==> config.mk <==
export PLATFORM = sky130hd
export DESIGN_NAME = compressor_speed_from_evaporator
export DESIGN_NICKNAME = d
export VERILOG_FILES = /design/src/hdl/csfe_pkg.sv /design/src/hdl/compressor_speed_from_evaporator.sv /design/src/hdl/csfe_seq.sv /design/src/hdl/csfe_div.sv /design/src/hdl/csfe_dp.sv
export SDC_FILE = /design/constraint.sdc
export NUM_CORES = 1
export LEC_CHECK = 0
export BUFFER_PORTS_ARGS = -buffer_cell sky130_fd_sc_hd__buf_2
export CAP_MARGIN = 0
export CORE_MARGIN = 2
export CORE_UTILIZATION = 55
export CTS_BUF_LIST = sky130_fd_sc_hd__clkbuf_16
export CTS_CLUSTER_DIAMETER = 80
export CTS_CLUSTER_SIZE = 24
export DETAILED_ROUTE_END_ITERATION = 12
export PLACE_DENSITY = 0.77
export REMOVE_ABC_BUFFERS = 1
export SYNTH_ARGS = -nofsm -noshare
export SYNTH_HDL_FRONTEND = slang
export SYNTH_SLANG_ARGS = --single-unit
export TNS_END_PERCENT = 50
==> constraint.sdc <==
create_clock -name clk_i -period 26.7 [get_ports clk_i]
set_input_delay 2.67 -clock clk_i [delete_from_list [all_inputs] [get_ports clk_i]]
set_output_delay 2.67 -clock clk_i [all_outputs]
set_load 0.01 [all_outputs]
==> src/hdl/csfe_pkg.sv <==
// Shared types, constants, breakpoint tables and microprogram for the compressor speed block.
package csfe_pkg;

  localparam int TAB_DEPTH     = 16;
  localparam int IDX_W         = 4;
  localparam int TARGET_POINTS = 10;
  localparam int SPEED_POINTS  = 13;

  localparam int ERR_W      = 12;
  localparam int EVAP_W     = 12;
  localparam int SPD_W      = 13;
  localparam int TGT_W      = 7;
  localparam int DIFF_W     = 12;
  localparam int RAMP_W     = 10;
  localparam int CFG_IDX_W  = 3;
  localparam int CFG_DATA_W = 13;

  localparam int XW     = 13;
  localparam int YW     = 14;
  localparam int SW     = 15;
  localparam int NUM_W  = 14;
  localparam int DEN_W  = 8;
  localparam int STEP_W = 4;

  localparam int TGT_X [TAB_DEPTH] = '{-10, 0, 10, 20, 30, 40, 50, 60, 70, 80,
                                       80, 80, 80, 80, 80, 80};
  localparam int TGT_Y [TAB_DEPTH] = '{105, 102, 92, 77, 60, 35, 18, 8, 2, 0,
                                       0, 0, 0, 0, 0, 0};
  localparam int SPD_X [TAB_DEPTH] = '{-40, -30, -20, -10, 0, 10, 20, 30, 40, 50,
                                       60, 70, 80, 80, 80, 80};
  localparam int SPD_Y [TAB_DEPTH] = '{2000, 2000, 2000, 2000, 2000, 2000, 2300, 2850,
                                       4100, 5000, 5550, 5900, 6000, 6000, 6000, 6000};

  localparam logic [SPD_W-1:0] SPEED_MAX = SPD_W'(6000);

  localparam logic signed [EVAP_W-1:0] FROST_ON_RST  = EVAP_W'(0);
  localparam logic signed [EVAP_W-1:0] FROST_OFF_RST = EVAP_W'(10);
  localparam logic signed [EVAP_W-1:0] OVERHEAT_RST  = EVAP_W'(800);
  localparam logic [RAMP_W-1:0]        RAMP_RST      = RAMP_W'(40);
  localparam logic [SPD_W-1:0]         START_RST     = SPD_W'(2000);

  typedef enum logic [CFG_IDX_W-1:0] {
    CFG_FROST_ON  = 3'd0,
    CFG_FROST_OFF = 3'd1,
    CFG_OVERHEAT  = 3'd2,
    CFG_RAMP      = 3'd3,
    CFG_START     = 3'd4
  } cfg_idx_e;

  typedef enum logic [3:0] {
    OP_NOP,
    OP_LATCH,
    OP_CLAMP,
    OP_SEARCH,
    OP_SETUP,
    OP_DIV_START,
    OP_ADDQ,
    OP_TARGET,
    OP_FINISH
  } op_e;

  typedef enum logic [2:0] {
    C_NEXT,
    C_ALWAYS,
    C_NO_IN,
    C_CLAMPED,
    C_MORE,
    C_FLAT,
    C_DIV_BUSY,
    C_OUT_BUSY
  } cond_e;

  typedef struct packed {
    op_e                op;
    logic               sel;
    cond_e              cond;
    logic [STEP_W-1:0]  target;
  } ctrl_t;

  typedef struct packed {
    logic clamped;
    logic more;
    logic flat;
    logic div_busy;
  } stat_t;

  typedef struct packed {
    logic signed [EVAP_W-1:0] frost_on;
    logic signed [EVAP_W-1:0] frost_off;
    logic signed [EVAP_W-1:0] overheat;
    logic [RAMP_W-1:0]        ramp;
    logic [SPD_W-1:0]         start;
  } cfg_t;

  typedef struct packed {
    logic [SPD_W-1:0]         speed;
    logic [TGT_W-1:0]         target;
    logic signed [DIFF_W-1:0] diff;
  } res_t;

  function automatic logic signed [XW-1:0] tab_x(input logic sel,
                                                 input logic [IDX_W-1:0] idx);
    return sel ? XW'(SPD_X[idx]) : XW'(TGT_X[idx]);
  endfunction

  function automatic logic signed [YW-1:0] tab_y(input logic sel,
                                                 input logic [IDX_W-1:0] idx);
    return sel ? YW'(SPD_Y[idx]) : YW'(TGT_Y[idx]);
  endfunction

  function automatic logic [IDX_W-1:0] last_idx(input logic sel);
    return sel ? IDX_W'(SPEED_POINTS - 1) : IDX_W'(TARGET_POINTS - 1);
  endfunction

  function automatic ctrl_t mk(input op_e op, input logic sel, input cond_e cond,
                               input int tgt);
    ctrl_t c;
    c.op     = op;
    c.sel    = sel;
    c.cond   = cond;
    c.target = STEP_W'(tgt);
    return c;
  endfunction

  function automatic ctrl_t ucode(input logic [STEP_W-1:0] step);
    ctrl_t c;
    case (step)
      4'd0:    c = mk(OP_LATCH,     1'b0, C_NO_IN,    0);
      4'd1:    c = mk(OP_CLAMP,     1'b0, C_CLAMPED,  7);
      4'd2:    c = mk(OP_SEARCH,    1'b0, C_MORE,     2);
      4'd3:    c = mk(OP_SETUP,     1'b0, C_FLAT,     7);
      4'd4:    c = mk(OP_DIV_START, 1'b0, C_NEXT,     0);
      4'd5:    c = mk(OP_NOP,       1'b0, C_DIV_BUSY, 5);
      4'd6:    c = mk(OP_ADDQ,      1'b0, C_NEXT,     0);
      4'd7:    c = mk(OP_TARGET,    1'b0, C_NEXT,     0);
      4'd8:    c = mk(OP_CLAMP,     1'b1, C_CLAMPED,  14);
      4'd9:    c = mk(OP_SEARCH,    1'b1, C_MORE,     9);
      4'd10:   c = mk(OP_SETUP,     1'b1, C_FLAT,     14);
      4'd11:   c = mk(OP_DIV_START, 1'b1, C_NEXT,     0);
      4'd12:   c = mk(OP_NOP,       1'b1, C_DIV_BUSY, 12);
      4'd13:   c = mk(OP_ADDQ,      1'b1, C_NEXT,     0);
      4'd14:   c = mk(OP_FINISH,    1'b1, C_OUT_BUSY, 14);
      4'd15:   c = mk(OP_NOP,       1'b0, C_ALWAYS,   0);
      default: c = mk(OP_NOP,       1'b0, C_ALWAYS,   0);
    endcase
    return c;
  endfunction

endpackage

==> src/hdl/compressor_speed_from_evaporator.sv <==
// Top level: compressor speed from evaporator temperature, microcoded interpolation engine.
//
//   Channel  Direction  Handshake              Payload
//   in       sink       in_valid_i/in_stall_o  temp_error_i, evap_temp_i, prior_speed_i
//   out      source     out_valid_o/out_stall_i compressor_speed_o, evap_target_o,
//                                              evap_difference_o
//   cfg      sink       cfg_valid_i/cfg_ready_o cfg_index_i, cfg_data_i
//
// One transaction runs from acceptance to result through the breakpoint search
// (one table point per cycle) and the divider (two bits per cycle), which runs at most
// once per table. A new input is taken only when the sequencer is back at step 0,
// so the block cannot take a new transaction before it is through with the last one.
// Reset clears the sequencer, the frost flag, the output valid and loads the register
// defaults. The finished result waits in an output register, so a stalled output
// holds the sequencer only at its last step.
module compressor_speed_from_evaporator (
  input  logic                                clk_i,
  input  logic                                rst_ni,
  input  logic                                in_valid_i,
  output logic                                in_stall_o,
  input  logic signed [csfe_pkg::ERR_W-1:0]   temp_error_i,
  input  logic signed [csfe_pkg::EVAP_W-1:0]  evap_temp_i,
  input  logic [csfe_pkg::SPD_W-1:0]          prior_speed_i,
  output logic                                out_valid_o,
  input  logic                                out_stall_i,
  output logic [csfe_pkg::SPD_W-1:0]          compressor_speed_o,
  output logic [csfe_pkg::TGT_W-1:0]          evap_target_o,
  output logic signed [csfe_pkg::DIFF_W-1:0]  evap_difference_o,
  input  logic                                cfg_valid_i,
  output logic                                cfg_ready_o,
  input  logic [csfe_pkg::CFG_IDX_W-1:0]      cfg_index_i,
  input  logic [csfe_pkg::CFG_DATA_W-1:0]     cfg_data_i
);
  import csfe_pkg::*;

  cfg_t  cfg_q;
  ctrl_t ctrl;
  stat_t stat;
  res_t  res, out_q;
  logic  out_valid_q;
  logic  idle, in_fire, out_busy, commit;

  assign cfg_ready_o = 1'b1;
  assign in_stall_o  = !idle;
  assign in_fire     = in_valid_i && !in_stall_o;
  assign out_busy    = out_valid_q && out_stall_i;
  assign commit      = (ctrl.op == OP_FINISH) && !out_busy;

  always_ff @(posedge clk_i or negedge rst_ni) begin
    if (!rst_ni) begin
      cfg_q.frost_on  <= FROST_ON_RST;
      cfg_q.frost_off <= FROST_OFF_RST;
      cfg_q.overheat  <= OVERHEAT_RST;
      cfg_q.ramp      <= RAMP_RST;
      cfg_q.start     <= START_RST;
    end else if (cfg_valid_i && cfg_ready_o) begin
      case (cfg_idx_e'(cfg_index_i))
        CFG_FROST_ON:  cfg_q.frost_on  <= cfg_data_i[EVAP_W-1:0];
        CFG_FROST_OFF: cfg_q.frost_off <= cfg_data_i[EVAP_W-1:0];
        CFG_OVERHEAT:  cfg_q.overheat  <= cfg_data_i[EVAP_W-1:0];
        CFG_RAMP:      cfg_q.ramp      <= cfg_data_i[RAMP_W-1:0];
        CFG_START:     cfg_q.start     <= cfg_data_i[SPD_W-1:0];
        default: begin
        end
      endcase
    end
  end

  csfe_seq u_seq (
    .clk_i      (clk_i),
    .rst_ni     (rst_ni),
    .stat_i     (stat),
    .no_in_i    (!in_valid_i),
    .out_busy_i (out_busy),
    .ctrl_o     (ctrl),
    .idle_o     (idle)
  );

  csfe_dp u_dp (
    .clk_i         (clk_i),
    .rst_ni        (rst_ni),
    .ctrl_i        (ctrl),
    .in_fire_i     (in_fire),
    .commit_i      (commit),
    .temp_error_i  (temp_error_i),
    .evap_temp_i   (evap_temp_i),
    .prior_speed_i (prior_speed_i),
    .cfg_i         (cfg_q),
    .stat_o        (stat),
    .res_o         (res)
  );

  always_ff @(posedge clk_i or negedge rst_ni) begin
    if (!rst_ni) begin
      out_valid_q <= 1'b0;
    end else if (commit) begin
      out_valid_q <= 1'b1;
    end else if (!out_stall_i) begin
      out_valid_q <= 1'b0;
    end
  end

  always_ff @(posedge clk_i) begin
    if (commit) begin
      out_q <= res;
    end
  end

  assign out_valid_o        = out_valid_q;
  assign compressor_speed_o = out_q.speed;
  assign evap_target_o      = out_q.target;
  assign evap_difference_o  = out_q.diff;

  a_commit_shows: assert property (@(posedge clk_i) disable iff (!rst_ni)
    commit |=> out_valid_o)
    else $error("Committed result did not reach the output register.");

  a_fire_leaves_idle: assert property (@(posedge clk_i) disable iff (!rst_ni)
    in_fire |=> in_stall_o)
    else $error("Sequencer did not start after an accepted transaction.");

  a_div_idle: assert property (@(posedge clk_i) disable iff (!rst_ni)
    !in_stall_o |-> !stat.div_busy)
    else $error("Divider busy while the sequencer waits for input.");

  a_speed_range: assert property (@(posedge clk_i) disable iff (!rst_ni)
    out_valid_o |-> (compressor_speed_o <= SPEED_MAX))
    else $error("Speed command above the table maximum.");

endmodule

==> src/hdl/csfe_seq.sv <==
// Microprogram sequencer: step counter, control store and conditional jumps.
module csfe_seq (
  input  logic            clk_i,
  input  logic            rst_ni,
  input  csfe_pkg::stat_t stat_i,
  input  logic            no_in_i,
  input  logic            out_busy_i,
  output csfe_pkg::ctrl_t ctrl_o,
  output logic            idle_o
);
  import csfe_pkg::*;

  logic [STEP_W-1:0] pc_q, pc_d;
  ctrl_t             ctrl;
  logic              take;

  always_comb begin
    ctrl = ucode(pc_q);
    case (ctrl.cond)
      C_NEXT:     take = 1'b0;
      C_ALWAYS:   take = 1'b1;
      C_NO_IN:    take = no_in_i;
      C_CLAMPED:  take = stat_i.clamped;
      C_MORE:     take = stat_i.more;
      C_FLAT:     take = stat_i.flat;
      C_DIV_BUSY: take = stat_i.div_busy;
      C_OUT_BUSY: take = out_busy_i;
      default:    take = 1'b0;
    endcase
    pc_d = take ? ctrl.target : pc_q + STEP_W'(1);
  end

  always_ff @(posedge clk_i or negedge rst_ni) begin
    if (!rst_ni) begin
      pc_q <= '0;
    end else begin
      pc_q <= pc_d;
    end
  end

  assign ctrl_o = ctrl;
  assign idle_o = (pc_q == '0);

endmodule

==> src/hdl/csfe_div.sv <==
// Unsigned restoring divider that retires two quotient bits per cycle.
module csfe_div (
  input  logic                       clk_i,
  input  logic                       rst_ni,
  input  logic                       start_i,
  input  logic [csfe_pkg::NUM_W-1:0] num_i,
  input  logic [csfe_pkg::DEN_W-1:0] den_i,
  output logic                       busy_o,
  output logic [csfe_pkg::NUM_W-1:0] quo_o
);
  import csfe_pkg::*;

  localparam int STEPS = NUM_W / 2;
  localparam int CNT_W = $clog2(STEPS);

  logic [CNT_W-1:0] cnt_q;
  logic             busy_q;
  logic [DEN_W-1:0] rem_q, rem_d, den_q;
  logic [NUM_W-1:0] quo_q, quo_d;

  always_comb begin
    logic [DEN_W:0]   t;
    logic [DEN_W-1:0] r;
    logic [NUM_W-1:0] q;
    r = rem_q;
    q = quo_q;
    for (int i = 0; i < 2; i++) begin
      t = {r, q[NUM_W-1]};
      q = {q[NUM_W-2:0], 1'b0};
      if (t >= {1'b0, den_q}) begin
        t    = t - {1'b0, den_q};
        q[0] = 1'b1;
      end
      r = t[DEN_W-1:0];
    end
    rem_d = r;
    quo_d = q;
  end

  always_ff @(posedge clk_i or negedge rst_ni) begin
    if (!rst_ni) begin
      busy_q <= 1'b0;
      cnt_q  <= '0;
    end else if (start_i) begin
      busy_q <= 1'b1;
      cnt_q  <= CNT_W'(STEPS - 1);
    end else if (busy_q) begin
      if (cnt_q == '0) begin
        busy_q <= 1'b0;
      end else begin
        cnt_q <= cnt_q - CNT_W'(1);
      end
    end
  end

  always_ff @(posedge clk_i) begin
    if (start_i) begin
      rem_q <= '0;
      quo_q <= num_i;
      den_q <= den_i;
    end else if (busy_q) begin
      rem_q <= rem_d;
      quo_q <= quo_d;
    end
  end

  assign busy_o = busy_q;
  assign quo_o  = quo_q;

endmodule

==> src/hdl/csfe_dp.sv <==
// Datapath: segment search, interpolation arithmetic, frost hysteresis and speed limits.
module csfe_dp (
  input  logic                             clk_i,
  input  logic                             rst_ni,
  input  csfe_pkg::ctrl_t                  ctrl_i,
  input  logic                             in_fire_i,
  input  logic                             commit_i,
  input  logic signed [csfe_pkg::ERR_W-1:0]  temp_error_i,
  input  logic signed [csfe_pkg::EVAP_W-1:0] evap_temp_i,
  input  logic [csfe_pkg::SPD_W-1:0]       prior_speed_i,
  input  csfe_pkg::cfg_t                   cfg_i,
  output csfe_pkg::stat_t                  stat_o,
  output csfe_pkg::res_t                   res_o
);
  import csfe_pkg::*;

  logic signed [XW-1:0]     x_q, diff_q;
  logic [IDX_W-1:0]         k_q;
  logic signed [YW-1:0]     res_q;
  logic signed [EVAP_W-1:0] evap_q;
  logic [SPD_W-1:0]         prior_q;
  logic [TGT_W-1:0]         target_q;
  logic [NUM_W-1:0]         num_q;
  logic [DEN_W-1:0]         den_q;
  logic                     neg_q;
  logic                     frost_q, frost_d;

  logic                     sel;
  logic signed [XW-1:0]     x0, x1, x_first, x_last, diff_next;
  logic signed [YW-1:0]     y0, y1, y_first, y_last, res_sum;
  logic signed [YW:0]       dy;
  logic signed [XW:0]       dxx, den_full;
  logic signed [YW+XW+1:0]  prod, mag;
  logic                     lo, hi, more, flat;
  logic                     div_start, div_busy;
  logic [NUM_W-1:0]         quo;
  logic signed [SW-1:0]     spd, start_s, prior_s, ramp_s;

  assign sel = ctrl_i.sel;

  always_comb begin
    x0        = tab_x(sel, k_q - IDX_W'(1));
    x1        = tab_x(sel, k_q);
    y0        = tab_y(sel, k_q - IDX_W'(1));
    y1        = tab_y(sel, k_q);
    x_first   = tab_x(sel, '0);
    x_last    = tab_x(sel, last_idx(sel));
    y_first   = tab_y(sel, '0);
    y_last    = tab_y(sel, last_idx(sel));
    lo        = x_q < x_first;
    hi        = x_q > x_last;
    more      = (k_q < last_idx(sel)) && (x_q > x1);
    flat      = x1 <= x0;
    dy        = (YW+1)'(y1) - (YW+1)'(y0);
    dxx       = (XW+1)'(x_q) - (XW+1)'(x0);
    den_full  = (XW+1)'(x1) - (XW+1)'(x0);
    prod      = dy * dxx;
    mag       = (prod < 0) ? -prod : prod;
    res_sum   = res_q + (neg_q ? -YW'(quo) : YW'(quo));
    diff_next = XW'(evap_q) - XW'(res_q);
  end

  assign div_start = (ctrl_i.op == OP_DIV_START);

  csfe_div u_div (
    .clk_i   (clk_i),
    .rst_ni  (rst_ni),
    .start_i (div_start),
    .num_i   (num_q),
    .den_i   (den_q),
    .busy_o  (div_busy),
    .quo_o   (quo)
  );

  always_comb begin
    if (evap_q < cfg_i.frost_on) begin
      frost_d = 1'b1;
    end else if (evap_q > cfg_i.frost_off) begin
      frost_d = 1'b0;
    end else begin
      frost_d = frost_q;
    end
    start_s = signed'(SW'(cfg_i.start));
    prior_s = signed'(SW'(prior_q));
    ramp_s  = signed'(SW'(cfg_i.ramp));
    spd     = SW'(res_q);
    if (frost_d || (evap_q > cfg_i.overheat)) begin
      spd = '0;
    end
    if (spd > start_s) begin
      if (prior_s < start_s) begin
        spd = start_s;
      end else if (spd - prior_s > ramp_s) begin
        spd = prior_s + ramp_s;
      end
    end
  end

  always_ff @(posedge clk_i) begin
    case (ctrl_i.op)
      OP_LATCH: begin
        if (in_fire_i) begin
          x_q     <= XW'(temp_error_i);
          k_q     <= IDX_W'(1);
          evap_q  <= evap_temp_i;
          prior_q <= prior_speed_i;
        end
      end
      OP_CLAMP: begin
        if (lo) begin
          res_q <= y_first;
        end else if (hi) begin
          res_q <= y_last;
        end
      end
      OP_SEARCH: begin
        if (more) begin
          k_q <= k_q + IDX_W'(1);
        end
      end
      OP_SETUP: begin
        num_q <= mag[NUM_W-1:0];
        den_q <= den_full[DEN_W-1:0];
        neg_q <= prod < 0;
        res_q <= y0;
      end
      OP_ADDQ: begin
        res_q <= res_sum;
      end
      OP_TARGET: begin
        target_q <= res_q[TGT_W-1:0];
        diff_q   <= diff_next;
        x_q      <= diff_next;
        k_q      <= IDX_W'(1);
      end
      default: begin
      end
    endcase
  end

  always_ff @(posedge clk_i or negedge rst_ni) begin
    if (!rst_ni) begin
      frost_q <= 1'b0;
    end else if (commit_i) begin
      frost_q <= frost_d;
    end
  end

  assign stat_o.clamped  = lo | hi;
  assign stat_o.more     = more;
  assign stat_o.flat     = flat;
  assign stat_o.div_busy = div_busy;

  assign res_o.speed  = spd[SPD_W-1:0];
  assign res_o.target = target_q;
  assign res_o.diff   = (diff_q[XW-1] != diff_q[XW-2]) ?
                        {diff_q[XW-1], {(DIFF_W-1){~diff_q[XW-1]}}} : diff_q[DIFF_W-1:0];

endmodule

# Yosys cells after proc, flatten, opt, wreduce, memory -nomap -nowiden
# Memories as Yosys holds them, arrays and structs flattened.
# Cells that the tools add are included.
word_totals:
  regBits: 230
  rom_bits: 6336
  in_bits: 58
  wordCells: 194
  memories: 13
mem_list:
  columns: ["name", "words", "word_bits", "read_ports", "rd_clocked_by_memory_dff", "wr", "line_no", "text"]
  rows:
  - ["(name not given)", 16, 32, 1, 0, 0, "csfe_pkg.sv:103", "return sel ? XW'(SPD_X[idx]) : XW'(TGT_X[idx]);"]
  - ["(name not given)", 16, 32, 1, 0, 0, "csfe_pkg.sv:108", "return sel ? YW'(SPD_Y[idx]) : YW'(TGT_Y[idx]);"]
  - ["(name not given)", 16, 32, 1, 0, 0, "csfe_pkg.sv:103", null]
  - ["(name not given)", 16, 32, 1, 0, 0, "csfe_pkg.sv:103", null]
  - ["(name not given)", 16, 32, 1, 0, 0, "csfe_pkg.sv:103", null]
  - ["(name not given)", 16, 32, 1, 0, 0, "csfe_pkg.sv:108", null]
  - ["+7 memories", null, null, null, null, null, null, null]
op_classes:
  n_addsub: 15
  multipliers: 1
  n_lt_le_gt_ge: 17
  eq_ne: 25
  muxes: 66
  bitwise_logic: 5
  reduce_logical: 26
ops:
  columns: ["op", "count"]
  rows:
  - ["14-bit two-way mux", 21]
  - ["13-bit two-way mux", 19]
  - ["14-bit case mux with 3 select lines", 1]
  - ["29-bit by 1-bit less-than comparator with 1-bit output (second input constant)", 1]
  - ["15-bit by 14-bit multiplier with 29-bit output", 1]
  - ["14-bit negation", 2]
  - ["13-bit > comparator", 2]
  - ["13-bit case mux with 2 select lines", 1]
  - ["12-bit > comparator", 2]
  - ["8-bit subtractor", 3]
  - ["9-bit by 8-bit greater-or-equal comparator with 1-bit output", 2]
  - ["2-bit AND reduction", 9]
  - ["4-bit by 3-bit equality test with 1-bit output (second input constant)", 4]
  - ["8-bit two-way mux", 2]
  - ["3-bit equality test (second input constant)", 5]
  - ["5-bit greater-or-equal comparator (second input constant)", 3]
  - ["15-bit by 11-bit > comparator with 1-bit output", 1]
  - ["15-bit by 14-bit > comparator with 1-bit output", 1]
  - ["15-bit two-way mux", 1]
  - ["4-bit NOT with 5-bit output", 3]
  - ["14-bit by 14-bit subtractor with 15-bit output", 1]
  - ["15-bit by 14-bit subtractor with 15-bit output", 1]
  - ["14-bit adder", 1]
  - ["13-bit by 13-bit subtractor with 14-bit output", 1]
  - ["other kinds (37)", 67]

# Depth between registers and ports, before layout
# An unclocked memory read counts as a cell.
depth:
  ltp_word: 11
  ltp_mapped: 49

# Modules after synthesis
# From an unflattened synthesis, not the netlist that was laid out.
hier_totals:
  cells_unflattened: 2589
  area_unflattened_um2: 25141.6
modules_own_cells:
  columns: ["module", "instances", "cells_each", "area_each_um2", "seq_area_each_um2"]
  rows:
  - ["csfe_dp", 1, 2129, 18793.0, 2967.8]
  - ["compressor_speed_from_evaporator", 1, 170, 3444.6, 2478.6]
  - ["csfe_div", 1, 214, 2250.9, 920.9]
  - ["csfe_seq", 1, 76, 653.1, 100.1]

# Worst setup path after synthesis
# OpenSTA, ideal clock, no wires.
synth_timing:
  kind: "flip-flop to flip-flop"
  startpoint: "register u_dp.k_q[0]"
  endpoint: "register u_dp.num_q[5] (data pin)"
  setup_time_ns: 0.265
  arrival_time_ns: 10.625
  t_required_ns: 26.435
  setup_slack_ns: 15.810
  path_stages_with_launch: 48
  period_less_slack_ns: 10.890
  cell_sequence: "edfxtp_1 clkbuf_1 inv_1 ha_1 inv_1 ha_1 clkbuf_1 clkbuf_1 clkbuf_1 a21oi_1 nor3_1 ha_1 inv_1 fa_1 a21o_1 a21oi_1 o21ai_0 a21oi_1 (+12 left out) fa_1 inv_1 fa_1 fa_1 inv_1 ha_1 a21oi_1 nor2b_1 o21ai_0 nand2b_1 a21oi_1 o21ai_0 a21oi_1 o21ai_0 xnor2_1 clkbuf_1 nand2_1 xor2_1"
synth_between:
  elab_chain_len: 10
synth_lines:
  columns: ["item", "line_no", "text"]
  rows:
  - ["start, declared", "csfe_dp.sv:18", "logic [IDX_W-1:0] k_q;"]
  - ["start signal, assigned", "csfe_dp.sv:118", "k_q <= k_q + IDX_W'(1);"]
  - ["4-bit by 1-bit subtractor with 4-bit output", "csfe_dp.sv:42, csfe_dp.sv:44", null]
  - ["4-bit NOT with 5-bit output (not written as such)", "csfe_pkg.sv:103, csfe_pkg.sv:108", null]
  - ["memory read 16 x 32 bit, on equally long branches", null, null]
  - ["14-bit two-way mux (not written as such) or 13-bit two-way mux (tied branches) (2 in a row)", "csfe_pkg.sv:108, csfe_pkg.sv:103", null]
  - ["14-bit two-way mux or 13-bit two-way mux (tied branches)", "csfe_pkg.sv:108, csfe_pkg.sv:103", null]
  - ["14-bit by 14-bit subtractor with 15-bit output or 13-bit by 13-bit subtractor with 14-bit output (tied branches)", "csfe_dp.sv:54, csfe_dp.sv:55", null]
  - ["15-bit by 14-bit multiplier with 29-bit output *", "csfe_dp.sv:57", "prod = dy * dxx;"]
  - ["named net u_dp.prod[28]", "csfe_dp.sv:33", "logic signed [YW+XW+1:0] prod, mag;"]
  - ["29-bit by 1-bit less-than comparator with 1-bit output *", "csfe_dp.sv:58", "mag = (prod < 0) ? -prod : prod;"]
  - ["14-bit two-way mux *", "csfe_dp.sv:58", null]
  - ["named net u_dp.mag[5]", "csfe_dp.sv:33", null]
  - ["end signal, assigned", "csfe_dp.sv:122", "num_q <= mag[NUM_W-1:0];"]
  - ["end, declared", "csfe_dp.sv:23", "logic [NUM_W-1:0] num_q;"]
# The timed path passes the listed nets; every way through them passes the cells marked *. The select of a mux whose other input is x is not followed.
# A chain may end at the register's enable or synchronous reset.

# Worst setup path in the final report
layout_timing:
  startpoint: "register u_dp.k_q[0]"
  endpoint: "register u_dp.num_q[12] (data pin)"
layout_between:
  elab_chain_len: 10
layout_lines:
  columns: ["item", "line_no"]
  rows:
  - ["4-bit by 1-bit subtractor with 4-bit output", "csfe_dp.sv:42, csfe_dp.sv:44"]
  - ["4-bit NOT with 5-bit output (not written as such)", "csfe_pkg.sv:103, csfe_pkg.sv:108"]
  - ["memory read 16 x 32 bit, on equally long branches", null]
  - ["14-bit two-way mux (not written as such) or 13-bit two-way mux (tied branches) (2 in a row)", "csfe_pkg.sv:108, csfe_pkg.sv:103"]
  - ["14-bit two-way mux or 13-bit two-way mux (tied branches)", "csfe_pkg.sv:108, csfe_pkg.sv:103"]
  - ["14-bit by 14-bit subtractor with 15-bit output or 13-bit by 13-bit subtractor with 14-bit output (tied branches)", "csfe_dp.sv:54, csfe_dp.sv:55"]
  - ["15-bit by 14-bit multiplier with 29-bit output *", "csfe_dp.sv:57"]
  - ["29-bit by 1-bit less-than comparator with 1-bit output or 14-bit negation (tied branches)", "csfe_dp.sv:58"]
  - ["14-bit two-way mux *", "csfe_dp.sv:58"]
  - ["named net u_dp.mag[12]", "csfe_dp.sv:33"]
# Marked as above.

==> reports/metrics.cfg <==
[clocking]
clk_latency_ns=0.51
clock_sinks=228
clkTransAtPathRegs_ns=0.10
cts_setup_buffers=0
cts_buffers=14
cts_max_level=1
root_buffer=clkbuf_16
cts_resized=0
tritoncts=done
cts_hold_buf=0
cts_buffer_depth=3

[yosys]
synth_enable_flop_cells=151
ys_seq_elements=228
synth_cell_types=86
synth_area_um2=24180
ys_seq_area_frac=0.2662
synth_compound_area_frac=0.1260
yosysTopAreaCellShare=0.1875
async_reset_ff_frac=0.3026
muxShareOfSynthArea=0.02494
post_synth.cell_area_avg_um2=9.403
synth_adder_area_share=0.3225
postSynthCellCount=2572
netlist_top_cells_area=edfxtp_1, fa_1, ha_1
synthSimpleGateAreaFrac=0.1422
yosys_warnings=0
synth_top_area_cell=edfxtp_1
synth_ff_type=edfxtp_1
synth_top_family_by_area=adder cells
yosys.area_share.xor_xnor=0.04480

[finish]
area.growth.synth_to_final_pct=6.689
layout_commonest_cell=inv_1
final_cell_mix=inv_1, nand2_1, ha_1
layout-drive-gt1-share=0.08870
final_util=0.5964
n_antenna_cell=0
nets=3175

[setup_path]
arrival_ns=13.11
cp-start-kind=register
rrSetupSlack_ns=13.84
slowest_stage=fa_1
crit_fanout=28
cp_common_cell=o21ai_0
cpPeakStageDelay_ns=0.98
crit_type=reg -> reg
crit_required_ns=26.94
endpoint_kind=register

[routing]
first_pass_iters=5
wl_per_cell_um=19.05
viasPerCell=5.763
postRouteAntennaNets=0
drc=0
wl_mm=61.41
vias=18574
drtIter0Drc=1762

[timing]
slew_headroom=0.1506
skew_ns=0.03486
worst_slew_pin_slew_ns=1.269
tns_ns=0
slew_violations=0
finalHoldViolations=0
fin_crit_ns=12.86
finalSetupViolations=0
finalHoldWorstSlack_ns=0.4088
period_share=0.4818
fmax_mhz=77.73
rsz0062_at_grt=no

[die]
die_y_um=213.7
rows=76
ios=93
fp.coreArea_um2=43270
start_util=0.5590
die_w_um=213.7
dieArea_um2=45670

[placement]
portBuffers=91
dp_hpwl_mm=48.60
gp_congestion=0.9874

[worst_hold_path]
min-delay-path-class=reg -> reg

[global_routing]
grt_use_total=0.2788
grt_pass1_vias=19219
antenna_found_initial=2
globalRoute.totalOverflow=0
grt_max_degree=70
grt_pass1_wl_mm=99.77

[run]
maxCapViolCount=0

[outcome]
outcome=finished clean

critical path: cells and delay by family, from the launching register on:
kind	cells	cell delay, ns
buffers and inverters	5	0.98
AND/OR/NAND/NOR	5	0.81
adder cells (fa/ha/maj)	10	5.14
flip-flops	1	0.77
AO/OA/AOI/OAI	18	3.72
XOR/XNOR	2	1.18
final cells by class:
class                           instances  area, um^2
Tap cell                              585       732.0
Clock inverter                          9       65.06
Timing Repair Buffer                  125       710.7
Multi-Input combinational cell       1880       16050
Inverter                              381        1433
Clock buffer                           15       375.4
Sequential cell                       228        6437
Fill cell                            3644       17460
cell families after synthesis:
logic type                 count (synthesis)
buffers and inverters                    464
AOI/OAI and AO/OA                        484
muxes                                     55
xor gates and xnor gates                 122
and+or+nand+nor                          724
other                                      1
DFF                                      228
adders and majority gates                494
Yosys cell counts, drive strengths merged (5+ instances only):
cell and count:
nand2 285, nor3 27, mux2 36, dfxtp 8, a21boi 19, clkbuf 68, mux2i 19, dfrtp 56
a221o 11, o41ai 6, o22ai 9, nand3 25, or2 9, nand4 18, and2 52, xor2 31
a21o 54, and3 7, fa 217, ha 270, nor3b 6, edfxtp 151, xnor2 91, o31ai 9
o21bai 5, nor2b 68, o21ai 158, inv 379, o21a 21, dfstp 13, or3 11, or4 6
o211ai 6, nor2 154, a211oi 15, maj3 7, buf 15, nor4 8, a31oi 16, nand2b 40
a211o 6, a21oi 112
per-stage QoR:
stage	instance area (um^2)	cells	setup slack, ns
after detailed placement	25360	3199	14.09
after CTS	25800	3223	14.05
after floorplan	23850	2489	15.63
final	25800	3223	13.84
after global routing	25800	3223	12.89
after global placement	25360	3199	14.45
state kept, by name, summed over array words and instances, names as in the netlist, 13 cells and up:
signal / cells
u_dp.u_div.quo_o: 14
u_dp.diff_q: 13
u_dp.x_q: 13
cfg_q: 59
u_dp.num_q: 14
u_dp.prior_q: 13
u_dp.res_q: 14
compressor_speed_o: 13
final timing paths:
path	to	cells past startpoint	start
max in group asynchronous	u_seq.pc_q[3]	2	rst_ni
worst max register to register	u_dp.num_q[12]	40	u_dp.k_q[0]
worst min register to register	u_dp.u_div.den_q[3]	0	u_dp.den_q[3]
min in group asynchronous	cfg_q[45]	2	rst_ni
worst min-delay path	u_dp.u_div.den_q[3]	0	u_dp.den_q[3]
worst max-delay path	u_dp.num_q[12]	40	u_dp.k_q[0]
metal layers:
| metal | global-route usage | part of all wire | vias up | wire length (um) |
|---|---|---|---|---|
| met1 | 0.3764 | 0.43 | 9195 | 26330 |
| met2 | 0.4699 | 0.48 | 571 | 29370 |
| met3 | 0.02856 | 0.054 | 139 | 3338 |
| met5 | 0 | 0 | - | 0 |
| li1 | - | - | 8669 | - |
| met4 | 0.09866 | 0.039 | 0 | 2372 |
Power is left out: the tool's default activity adds up to more than one toggle a clock period on the data nets, which glitch-free logic cannot reach.
